===== src/rtl/sfd_pkg.sv =====
`default_nettype none
// ----------------------------------------------------------------------------
// sfd_pkg
// Shared types and constants for the stereo feedback delay.
// ----------------------------------------------------------------------------
package sfd_pkg;

  localparam int SAMPLE_W    = 24;
  localparam int ADDR_W      = 17;
  localparam int DEPTH       = 1 << ADDR_W;
  localparam int DLEN_W      = 17;
  localparam int GAIN_W      = 16;
  localparam int PROD_W      = SAMPLE_W + GAIN_W + 1;
  localparam int CFG_IDX_W   = 3;
  localparam int CFG_DATA_W  = 17;
  localparam int PING_OFFSET = 20;
  localparam int FIFO_DEPTH  = 2;

  typedef logic signed [SAMPLE_W-1:0] sample_t;
  typedef logic [ADDR_W-1:0]          addr_t;
  typedef logic signed [PROD_W-1:0]   prod_t;

  typedef struct packed {
    sample_t left;
    sample_t right;
  } pair_t;

  typedef enum logic [CFG_IDX_W-1:0] {
    REG_ENABLE   = 3'd0,
    REG_DLEN     = 3'd1,
    REG_FEEDBACK = 3'd2,
    REG_MIX      = 3'd3,
    REG_PING     = 3'd4
  } cfg_reg_t;

endpackage
`default_nettype wire


===== src/rtl/sfd_if.sv =====
`default_nettype none


interface sfd_out_if;
  logic             valid;
  logic             ready;
  sfd_pkg::sample_t left_out;
  sfd_pkg::sample_t right_out;

  modport source (output valid, output left_out, output right_out, input ready);
  modport sink   (input valid, input left_out, input right_out, output ready);
endinterface
`default_nettype wire


===== src/rtl/sfd_out_fifo.sv =====
`default_nettype none
// ----------------------------------------------------------------------------
// sfd_out_fifo
// Two-entry result queue; decouples the pipeline from receiver stalls.
// ----------------------------------------------------------------------------
module sfd_out_fifo (
  input  wire logic           clk,
  input  wire logic           rst_n,
  input  wire logic           push,
  input  wire sfd_pkg::pair_t push_data,
  output logic [1:0]          count,
  sfd_out_if.source           out_ch
);

  sfd_pkg::pair_t entry_r [sfd_pkg::FIFO_DEPTH];
  logic           wr_ptr_r, wr_ptr_nxt;
  logic           rd_ptr_r, rd_ptr_nxt;
  logic [1:0]     cnt_r, cnt_nxt;
  logic           pop;

  assign pop = out_ch.valid & out_ch.ready;

  always_comb begin
    wr_ptr_nxt = push ? ~wr_ptr_r : wr_ptr_r;
    rd_ptr_nxt = pop  ? ~rd_ptr_r : rd_ptr_r;
    cnt_nxt    = cnt_r + 2'(push) - 2'(pop);
  end

  always_ff @(posedge clk) begin
    if (!rst_n) begin
      wr_ptr_r <= 1'b0;
      rd_ptr_r <= 1'b0;
      cnt_r    <= 2'd0;
    end else begin
      wr_ptr_r <= wr_ptr_nxt;
      rd_ptr_r <= rd_ptr_nxt;
      cnt_r    <= cnt_nxt;
    end
  end

  always_ff @(posedge clk) begin
    if (push) begin
      entry_r[wr_ptr_r] <= push_data;
    end
  end

  assign count            = cnt_r;
  assign out_ch.valid     = (cnt_r != 2'd0);
  assign out_ch.left_out  = entry_r[rd_ptr_r].left;
  assign out_ch.right_out = entry_r[rd_ptr_r].right;

endmodule
`default_nettype wire


===== src/flat_wrapper.sv =====
// flat-port wrapper written by rule: the top's interface ports become plain ports
module sfd_out_fifo_flat 
  (clk, rst_n, push, push_data, count, out_ch_valid, out_ch_left_out, out_ch_right_out, out_ch_ready);
  sfd_out_if out_ch_i ();
  input  wire logic clk;
  input  wire logic rst_n;
  input  wire logic push;
  input  wire sfd_pkg::pair_t push_data;
  output logic [1:0] count;
  output wire logic [$bits(out_ch_i.valid)-1:0] out_ch_valid;
  output wire logic [$bits(out_ch_i.left_out)-1:0] out_ch_left_out;
  output wire logic [$bits(out_ch_i.right_out)-1:0] out_ch_right_out;
  input wire logic [$bits(out_ch_i.ready)-1:0] out_ch_ready;
  assign out_ch_valid = out_ch_i.valid;
  assign out_ch_left_out = out_ch_i.left_out;
  assign out_ch_right_out = out_ch_i.right_out;
  assign out_ch_i.ready = out_ch_ready;
  sfd_out_fifo u_core (.clk(clk), .rst_n(rst_n), .push(push), .push_data(push_data), .count(count), .out_ch(out_ch_i));
endmodule

===== config.mk =====
export PLATFORM = sky130hd
export DESIGN_NAME = sfd_out_fifo_flat
export DESIGN_NICKNAME = d
export VERILOG_FILES = /design/src/rtl/sfd_pkg.sv /design/src/rtl/sfd_if.sv /design/src/rtl/sfd_out_fifo.sv /design/src/flat_wrapper.sv
export SDC_FILE = /design/constraint.sdc
export NUM_CORES = 1
export LEC_CHECK = 0
export ABC_AREA = 1
export BUFFER_PORTS_ARGS = -buffer_cell sky130_fd_sc_hd__buf_2
export CORE_ASPECT_RATIO = 1.75
export CORE_MARGIN = 2
export CORE_UTILIZATION = 45
export DETAILED_ROUTE_END_ITERATION = 6
export PLACE_DENSITY = 0.75
export SLEW_MARGIN = 0
export SYNTH_ARGS = -nofsm -noshare
export SYNTH_HDL_FRONTEND = slang
export SYNTH_SLANG_ARGS = --single-unit

===== constraint.sdc =====
create_clock -name clk -period 2.7 [get_ports clk]
set_clock_uncertainty 0.05 [all_clocks]
set_input_delay 0.27 -clock clk [delete_from_list [all_inputs] [get_ports clk]]
set_output_delay 0.27 -clock clk [all_outputs]
set_load 0.03 [all_outputs]

# Word-level counts from Yosys, hierarchy flattened

Memories as Yosys holds them, arrays and structs flattened. A register that Yosys moved wholly into a read port is not among the register bits.
Cells that the tools add are included.

Flip-flop bits (word level): 4
RAM bits: 96
Input bits: 52
Output and inout bits: 51
Logic and storage cells: 14
Memories: 1

Memory list:

| name           | depth | bits a word | read ports | clocked after memory_dff | write ports | line               | RTL |
|---|---|---|---|---|---|---|---|
| u_core.entry_r | 2     | 48          | 1          | 1                        | 1           | sfd_out_fifo.sv:15 | `sfd_pkg::pair_t entry_r [sfd_pkg::FIFO_DEPTH];` |

Add/sub/neg operators: 2
Muxes and demuxes: 4
Bitwise operators: 3
Reduce and logical (&&, ||, !) cells: 1

Operators with widths:

| cell                                        | number |
|---|---|
| 1-bit two-way mux                           | 4 |
| 2-bit by 1-bit adder with 2-bit output      | 1 |
| 1-bit NOT                                   | 2 |
| 2-bit nonzero test                          | 1 |
| 2-bit by 1-bit subtractor with 2-bit output | 1 |
| 1-bit AND                                   | 1 |

# Longest topological paths before layout

Gate-level depths: netlist (run 1).

Word-level depth: 4
Depth in mapped cells: 10
Depth with buffers taken out: 10

# Worst setup path before layout (run 1)

OpenSTA, ideal clock, no wires.

Kind: register to register
Start: register u_core.wr_ptr_r
End: memory u_core.entry_r[0][0] in the netlist's numbering, enable pin
Library setup time: 0.455 ns
Data arrival time: 2.336 ns
Required time: 2.195 ns
Path slack: -0.140 ns
Stages on the path, launching flop included: 2
Buffers on the path: 0
Period minus slack after synthesis: 2.840 ns
Cells stage by stage: dfxtp_1 nor2_1

RTL lines:

| element                | line               | RTL |
|---|---|---|
| start, declared        | sfd_out_fifo.sv:16 | `logic wr_ptr_r, wr_ptr_nxt;` |
| start signal, assigned | sfd_out_fifo.sv:35 | `wr_ptr_r <= wr_ptr_nxt;` |
| end, declared          | sfd_out_fifo.sv:15 |  |

No word-level cell before the write port.

==> results.rst, run 1 <==
.. list-table::
   :header-rows: 1

   * - Metric
     - Value
   * - DIE HEIGHT
     - 125 um
   * - Pins Over Slew Limit
     - 0
   * - Die area
     - 0.00917 sq mm
   * - Antenna fix cells
     - 0
   * - Worst setup margin
     - 823 ps
   * - Count of buffers added by post-CTS timing repair for setup
     - 0
   * - Post-route DRC violation count
     - 0
   * - Mapped Nets
     - 238
   * - Gpl congestion
     - 0.681
   * - Horizontal die dimension
     - 73.2 um
   * - Syn Area/Cell
     - 20.5 sq um
   * - Aggregate global routing overflow
     - 0
   * - Post-Place Setup Slack
     - 1120 ps
   * - Fraction of post-synthesis cell area in the top cell type by area
     - 0.763
   * - Distinct cell type count after synthesis
     - 12
   * - Pin count of the biggest net entering global routing
     - 49
   * - Shortest period the worst path allows
     - 1880 ps
   * - Area of the multi-input gates
     - 727 sq um
   * - Hold violation total from the final report
     - 0
   * - Finish-stage setup viols
     - 0
   * - Via count of the first global-routing pass
     - 2,025
   * - First-pass GRT wire length
     - 9570 um
   * - Worst-case headroom to the max-slew limit
     - 0.627
   * - Element type at the critical path start
     - flip-flop
   * - Result of the run
     - completed
   * - Maximum buffer depth of the clock tree
     - 2
   * - Number of H-tree branching levels
     - 3
   * - Clock tree from TritonCTS
     - built
   * - FF-to-FF Start
     - u_core.wr_ptr_r
   * - Number of ports placed on the die boundary
     - 103
   * - Number of nets still failing antenna checks after routing
     - 0
   * - Number of maximum-capacitance violations
     - 0
   * - Placed cell count
     - 376
   * - Setup TNS
     - 0 ps
   * - Worst Hold Path EP
     - u_core.entry_r[0][14]
   * - Critical register-to-register path endpoint
     - u_core.entry_r[1][16]
   * - Placeable core region
     - 0.00820 sq mm
   * - Post-layout nets
     - 349
   * - Share of the clock period used by the worst path after layout
     - 0.695
   * - Kind of critical path
     - flip-flop to primary output
   * - Crit path arrival time
     - 1560 ps
   * - Sequential area share after synthesis
     - 0.790
   * - DRT Pass-1 Iters
     - 4
   * - Standard-cell rows
     - 44
   * - Synthesis warning total
     - 0
   * - Hold path cells
     - 1
   * - Post-route non-filler standard cell count
     - 392
   * - Data required time at the worst endpoint
     - 2380 ps
   * - Via density per instance
     - 4.97
   * - Area contributors post-synth
     - edfxtp_1 (76%), mux2_2 (8.3%), mux2_4 (8.0%), dfxtp_1 (2.7%), nor2_1 (0.89%)
   * - Latest clock arrival within the worst-skew pair
     - 330 ps
   * - Cell Area, Synth
     - 0.00378 sq mm
   * - Final Routed Wirelength
     - 6180 um
   * - Worst reg2reg path depth
     - 3
   * - Fraction of final layout cells sized beyond drive strength 1
     - 0.567
   * - Starting density of the core
     - 0.460
   * - Detailed Place HPWL
     - 4270 um
   * - Critical Path Fanout Max
     - 48
   * - Layout overhead on the synthesized area
     - 24.4%
   * - Wirelength per Cell
     - 15.8 um
   * - Slew at the pin closest to its max-slew limit
     - 559 ps
   * - Post-cts sizing count
     - 0
   * - Kind of end point of the critical path
     - primary output
   * - Post-synthesis register bit count
     - 101
   * - Filler Cell Count
     - 634
   * - Number of clock buffers inserted by TritonCTS
     - 9
   * - Achievable Freq
     - 533 MHz
   * - Post-synth top area cell
     - edfxtp_1
   * - Setup repair after global routing missed its margin
     - no
   * - Commonest cells after routing, fill and taps aside
     - buf_2 (102), edfxtp_1 (96), mux2_2 (28)
   * - Count of hold buffers inserted by post-cts repair
     - 0
   * - Setup slack of the worst register-to-register path
     - 1150 ps
   * - Total routing usage reported by global routing
     - 0.141
   * - Initial drt markers
     - 81
   * - Root Buffer Master
     - clkbuf_16
   * - Worst-case vdd ir drop
     - 730 uV
   * - Power Total
     - 4.06 mW
   * - Launch instance of the worst min-delay path
     - push_data[14]
   * - Port bufs
     - 102
   * - Antenna violations before repair
     - 1
   * - Total vias in the final route
     - 1,950
   * - Worst-path clk slew
     - 60 ps
   * - Power density over cell area
     - 864 mW/mm^2
   * - Type of the worst min-delay path
     - input pin to flip-flop
   * - Most frequent standard cell in the layout excluding fill and tap cells
     - buf_2
   * - Register Area
     - 0.00298 sq mm
   * - Count of clock tree sinks
     - 101
   * - Cell count after synthesis
     - 184
   * - Leakage power figure
     - 1.84 nW
[stage by stage]
step	utilization	hold WS (ps)	instance area (sq um)
3_3_place_gp	0.540	409	4430
4_1_cts	0.572	62.2	4700
3_5_place_dp	0.540	411	4430
6_report	0.572	77.1	4700
2_1_floorplan	-	313	3780
5_1_grt	0.572	64.5	4700
[power by group]
part | total (mW) | internal [mW] | switching (mW)
clock | 1.13 | 0.620 | 0.505
combinational | 1.07 | 0.409 | 0.657
sequential | 1.86 | 1.83 | 0.0365
total | 4.06 | 2.86 | 1.20
[layout make-up]
cell class                      instances  area share
Clock buffer                           10      0.0488
Clock inverter                          6     0.00853
Inverter                                8     0.00639
Multi-Input combinational cell         70       0.155
Sequential cell                       101       0.635
Tap cell                               92      0.0245
Timing Repair Buffer                  105       0.122
[how the worst max path moves through the flow]
stage | start | end | slack, ps
after floorplan | u_core.wr_ptr_r | u_core.entry_r[0][0] | 650
after global placement | u_core.wr_ptr_r | u_core.entry_r[1][7] | 1150
after detailed placement | u_core.wr_ptr_r | u_core.entry_r[1][8] | 1120
after CTS | flip-flop | out_ch_right_out[19] | 810
after global routing | flip-flop | out_ch_left_out[23] | 780
final | flip-flop | out_ch_right_out[12] | 820
[cells by family (layout without fill, tap and decap cells)]
| group | Yosys count | count (layout) | synth area share |
|---|---|---|---|
| buffers and inverters | 13 | 129 | 0.0195 |
| and+or+nand+nor | 19 | 19 | 0.0195 |
| adders and majority gates | 2 | 2 | 0.00663 |
| muxes | 48 | 48 | 0.163 |
| DFF | 101 | 101 | 0.790 |
| AOI/OAI and AO/OA | 1 | 1 | 0.00132 |
[synth_stat cells]
library cell  number
a21oi_1            1
buf_2              2
buf_6              3
dfxtp_1            5
edfxtp_1          96
ha_1               2
inv_1              8
mux2_2            28
mux2_4            20
nand2_1            8
nand3_1            2
nor2_1             9
[registers in the layout, summed over array words and instances, names as in the netlist, named ones only]
register	count
u_core.count	2
u_core.rd_ptr_r	1
u_core.entry_r	96
u_core.wr_ptr_r	1
[worst max-delay path, cell delays in order (launching register included)]
cell	delay [ps]
dfxtp_2	340
buf_12	270
mux2_2	390
buf_2	180
[per-layer routing]
layer,vias up,track usage,share of wire
li1,921,-,-
met1,961,0.137,0.35
met2,57,0.254,0.57
met3,11,0.0419,0.052
met4,0,0.0741,0.026
met5,-,0,0
Note: power is estimated with default switching activity, not from simulation.
==> inputs of run 2 (changes only) <==
--- a/config.mk
+++ b/config.mk
@@ -5,7 +5,7 @@
 export SDC_FILE = /design/constraint.sdc
 export NUM_CORES = 1
 export LEC_CHECK = 0
-export ABC_AREA = 1
+export ABC_AREA = 0
 export BUFFER_PORTS_ARGS = -buffer_cell sky130_fd_sc_hd__buf_2
 export CORE_ASPECT_RATIO = 1.75
 export CORE_MARGIN = 2
==> constraint.sdc (replaced) <==
create_clock -name clk -period 1.6 [get_ports clk]
set_clock_uncertainty 0.05 [all_clocks]
set_input_delay 0.16 -clock clk [delete_from_list [all_inputs] [get_ports clk]]
set_output_delay 0.16 -clock clk [all_outputs]
set_load 0.03 [all_outputs]
==> results.rst, run 2 <==
.. list-table::
   :header-rows: 1

   * - Metric
     - Value
   * - Shortest period the worst path allows
     - 1680 ps
   * - Grt peak-use layer
     - met2
   * - Sequential area share after synthesis
     - 0.789 (about the same)
   * - Kind of critical path
     - flip-flop to primary output
   * - Most frequently used flop master after synthesis
     - edfxtp_1
   * - Number of nets still failing antenna checks after routing
     - 0 (unchanged)
   * - Latest clock arrival within the worst-skew pair
     - 330 ps (about the same)
   * - Standard-cell rows
     - 44 (unchanged)
   * - Wirelength per Cell
     - 17.6 um (+12%)
   * - Post-route DRC violation count
     - 0 (unchanged)
   * - Worst-case headroom to the max-slew limit
     - 0.830 (+0.203)
   * - Syn Area/Cell
     - 22.1 sq um (+7.7%)
   * - Gpl congestion
     - 0.675 (-0.87%)
   * - Post-synthesis register bit count
     - 101 (unchanged)
   * - Total routing usage reported by global routing
     - 0.176 (+0.0355)
   * - First-pass GRT wire length
     - 11,800 um (+23%)
   * - Placeable core region
     - 0.00820 sq mm (unchanged)
   * - Met1 capacity usage during global routing
     - 0.183 (+0.0453)
   * - Element type at the critical path start
     - flip-flop
   * - Post-layout nets
     - 389 (+11%)
   * - Share of the clock period used by the worst path after layout
     - 1.05
   * - Filler Cell Count
     - 513 (-19%)
   * - Aggregate global routing overflow
     - 0 (unchanged)
   * - Layout overhead on the synthesized area
     - 48.9%
   * - Met3 GRT Util
     - 0.0403 (-0.00161)
   * - Crit path arrival time
     - 1470 ps (-90 ps)
   * - Worst-case hold slack
     - 38.7 ps (-38.5 ps)
   * - DIE HEIGHT
     - 125 um (about the same)
   * - Power density over cell area
     - 1380 mW/mm^2 (+59%)
   * - Setup repair after global routing missed its margin
     - yes
   * - Most frequent standard cell in the layout excluding fill and tap cells
     - edfxtp_1
   * - Type of the worst min-delay path
     - input pin to flip-flop
   * - Leakage power figure
     - 2.22 nW (+20%)
   * - Detailed Place HPWL
     - 4480 um (+5.0%)
   * - DRT Pass-1 Iters
     - 5 (+1)
   * - Result of the run
     - complete, but fails checks
   * - Setup TNS
     - -715 ps (-715 ps)
   * - Horizontal die dimension
     - 73.3 um (about the same)
   * - Pins Over Slew Limit
     - 0 (unchanged)
   * - Critical Path Fanout Max
     - 18 (-63%)
   * - Via count of the first global-routing pass
     - 2,327 (+15%)
   * - Antenna fix cells
     - 0 (unchanged)
   * - Data required time at the worst endpoint
     - 1390 ps (-990 ps)
   * - Final Routed Wirelength
     - 7600 um (+23%)
   * - Antenna violations before repair
     - 0 (-1)
   * - Most numerous cell in the Yosys netlist
     - edfxtp_1
   * - Worst setup margin
     - -84.7 ps (-908 ps)
   * - Count of clock tree sinks
     - 101 (unchanged)
   * - Slew at the pin closest to its max-slew limit
     - 255 ps (-304 ps)
   * - Hold violation total from the final report
     - 0 (unchanged)
   * - Register ranked first by flip-flop count
     - u_core.entry_r
   * - Finish-stage setup viols
     - 31 (+31)
   * - Number of clock buffers inserted by TritonCTS
     - 9 (unchanged)
   * - Total vias in the final route
     - 2,113 (+8.4%)
   * - Initial drt markers
     - 107 (+32%)
   * - Clock tree from TritonCTS
     - built
   * - Pin count of the biggest net entering global routing
     - 35 (-29%)
   * - Port bufs
     - 102 (unchanged)
   * - Fraction of post-synthesis cell area in the top cell type by area
     - 0.763 (about the same)
   * - Power Total
     - 7.74 mW (+91%)
   * - Synthesis warning total
     - 0 (unchanged)
   * - Die area
     - 0.00918 sq mm (about the same)
   * - Worst-case vdd ir drop
     - 890 uV (+22%)
   * - Fraction of final layout cells sized beyond drive strength 1
     - 0.524 (-0.0431)
   * - Cell Area, Synth
     - 0.00378 sq mm (about the same)
   * - Number of ports placed on the die boundary
     - 103 (unchanged)
   * - Root Buffer Master
     - clkbuf_16
   * - Failing checks
     - setup timing
   * - Number of H-tree branching levels
     - 3 (unchanged)
   * - Max FFs per register
     - 96 (unchanged)
   * - Worst-path clk slew
     - 60 ps (about the same)
   * - Number of maximum-capacitance violations
     - 0 (unchanged)
   * - Commonest cells in the synthesized netlist
     - edfxtp_1 (96), mux2_2 (28), mux2_4 (20), dfxtp_1 (5)
   * - Kind of end point of the critical path
     - primary output
   * - Mapped Nets
     - 225 (-5.5%)
   * - Cell count after synthesis
     - 171 (-7.1%)
   * - Fraction of synthesis flops using an asynchronous set or reset pin
     - 0 (unchanged)
   * - Post-synth top area cell
     - edfxtp_1
   * - Post-route non-filler standard cell count
     - 432 (+10%)
   * - Achievable Freq
     - 594 MHz
   * - Area contributors post-synth
     - edfxtp_1 (76%), mux2_2 (8.3%), mux2_4 (7.9%), dfxtp_1 (2.6%), buf_6 (0.89%)
   * - Placed cell count
     - 366 (-2.7%)
   * - Starting density of the core
     - 0.461 (about the same)
   * - Number of enable-type register cells in the synthesized netlist
     - 96 (unchanged)
   * - Maximum buffer depth of the clock tree
     - 2 (unchanged)
   * - Via density per instance
     - 4.89 (-1.7%)
   * - Distinct cell type count after synthesis
     - 16 (+4)
   * - Commonest cells after routing, fill and taps aside
     - edfxtp_1 (96), buf_2 (54), dlygate4sd3_1 (48)
   * - Met2 Resource Use GR
     - 0.322 (+0.0673)
run 2: cells by family after synthesis:
group / after synthesis / synth area share
simple gates: 8 / 0.0126
compound gates: 2 / 0.00397
buf+inv: 7 / 0.0136
fa+ha+maj: 2 / 0.00662
mux: 50 / 0.168
flops: 101 / 0.789
xor+xnor: 1 / 0.00596
run 2: through the flow:
step / cell area, sq um / util / setup WS [ps]
3_3_place_gp: 4450 / 0.543 / 203
2_1_floorplan: 3790 / - / 26.1
3_5_place_dp: 4450 / 0.543 / 96.6
5_1_grt: 5630 / 0.686 / -111
4_1_cts: 5600 / 0.682 / -101
6_report: 5630 / 0.686 / -84.7
run 2: timing repair:
item | CTS | global route
setup endpoints to repair | 48 | 49
pin swaps | 0 | 1
endpoints found under the hold margin | 96 | 0
resized for setup | 111 | 6
hold buffers | 48 | 0
cloned | 1 | 0
setup buffers | 0 | 1
run 2: layout make-up:
class	count	area [sq um]	share of cell area
Clock buffer	10	229	0.0407
Clock inverter	6	53.8	0.00956
Inverter	2	7.51	0.00133
Multi-Input combinational cell	63	830	0.147
Sequential cell	101	2990	0.531
Tap cell	92	115	0.0204
Timing Repair Buffer	158	1410	0.250
run 2: final timing paths:
kind	startpoint	endpoint	slack [ps]	cells past startpoint
worst max-delay path	flip-flop	out_ch_right_out[19]	-80	3
worst min-delay path	rst_n	u_core.wr_ptr_r	40	2
worst max register to register	u_core.count[1]	u_core.count[1]	110	6
worst min register to register	u_core.rd_ptr_r	u_core.rd_ptr_r	450	2
run 2: critical path: stages (launching register included):
cell,delay (ps)
dfxtp_4,410
buf_12,180
mux2_2,370
buf_4,170
run 2: layer usage:
metal | wire length, um | share of wire | up-vias
li1 | - | - | 997
met1 | 2710 | 0.36 | 1039
met2 | 4460 | 0.59 | 64
met3 | 260 | 0.034 | 13
met4 | 165 | 0.022 | 0
met5 | 0 | 0 | -
run 2: report_power, final:
group | leakage (nW) | internal [mW] | switching [mW]
registers | 0.943 | 3.09 | 0.0825
logic | 1.14 | 1.27 | 1.24
clock network | 0.135 | 1.19 | 0.866
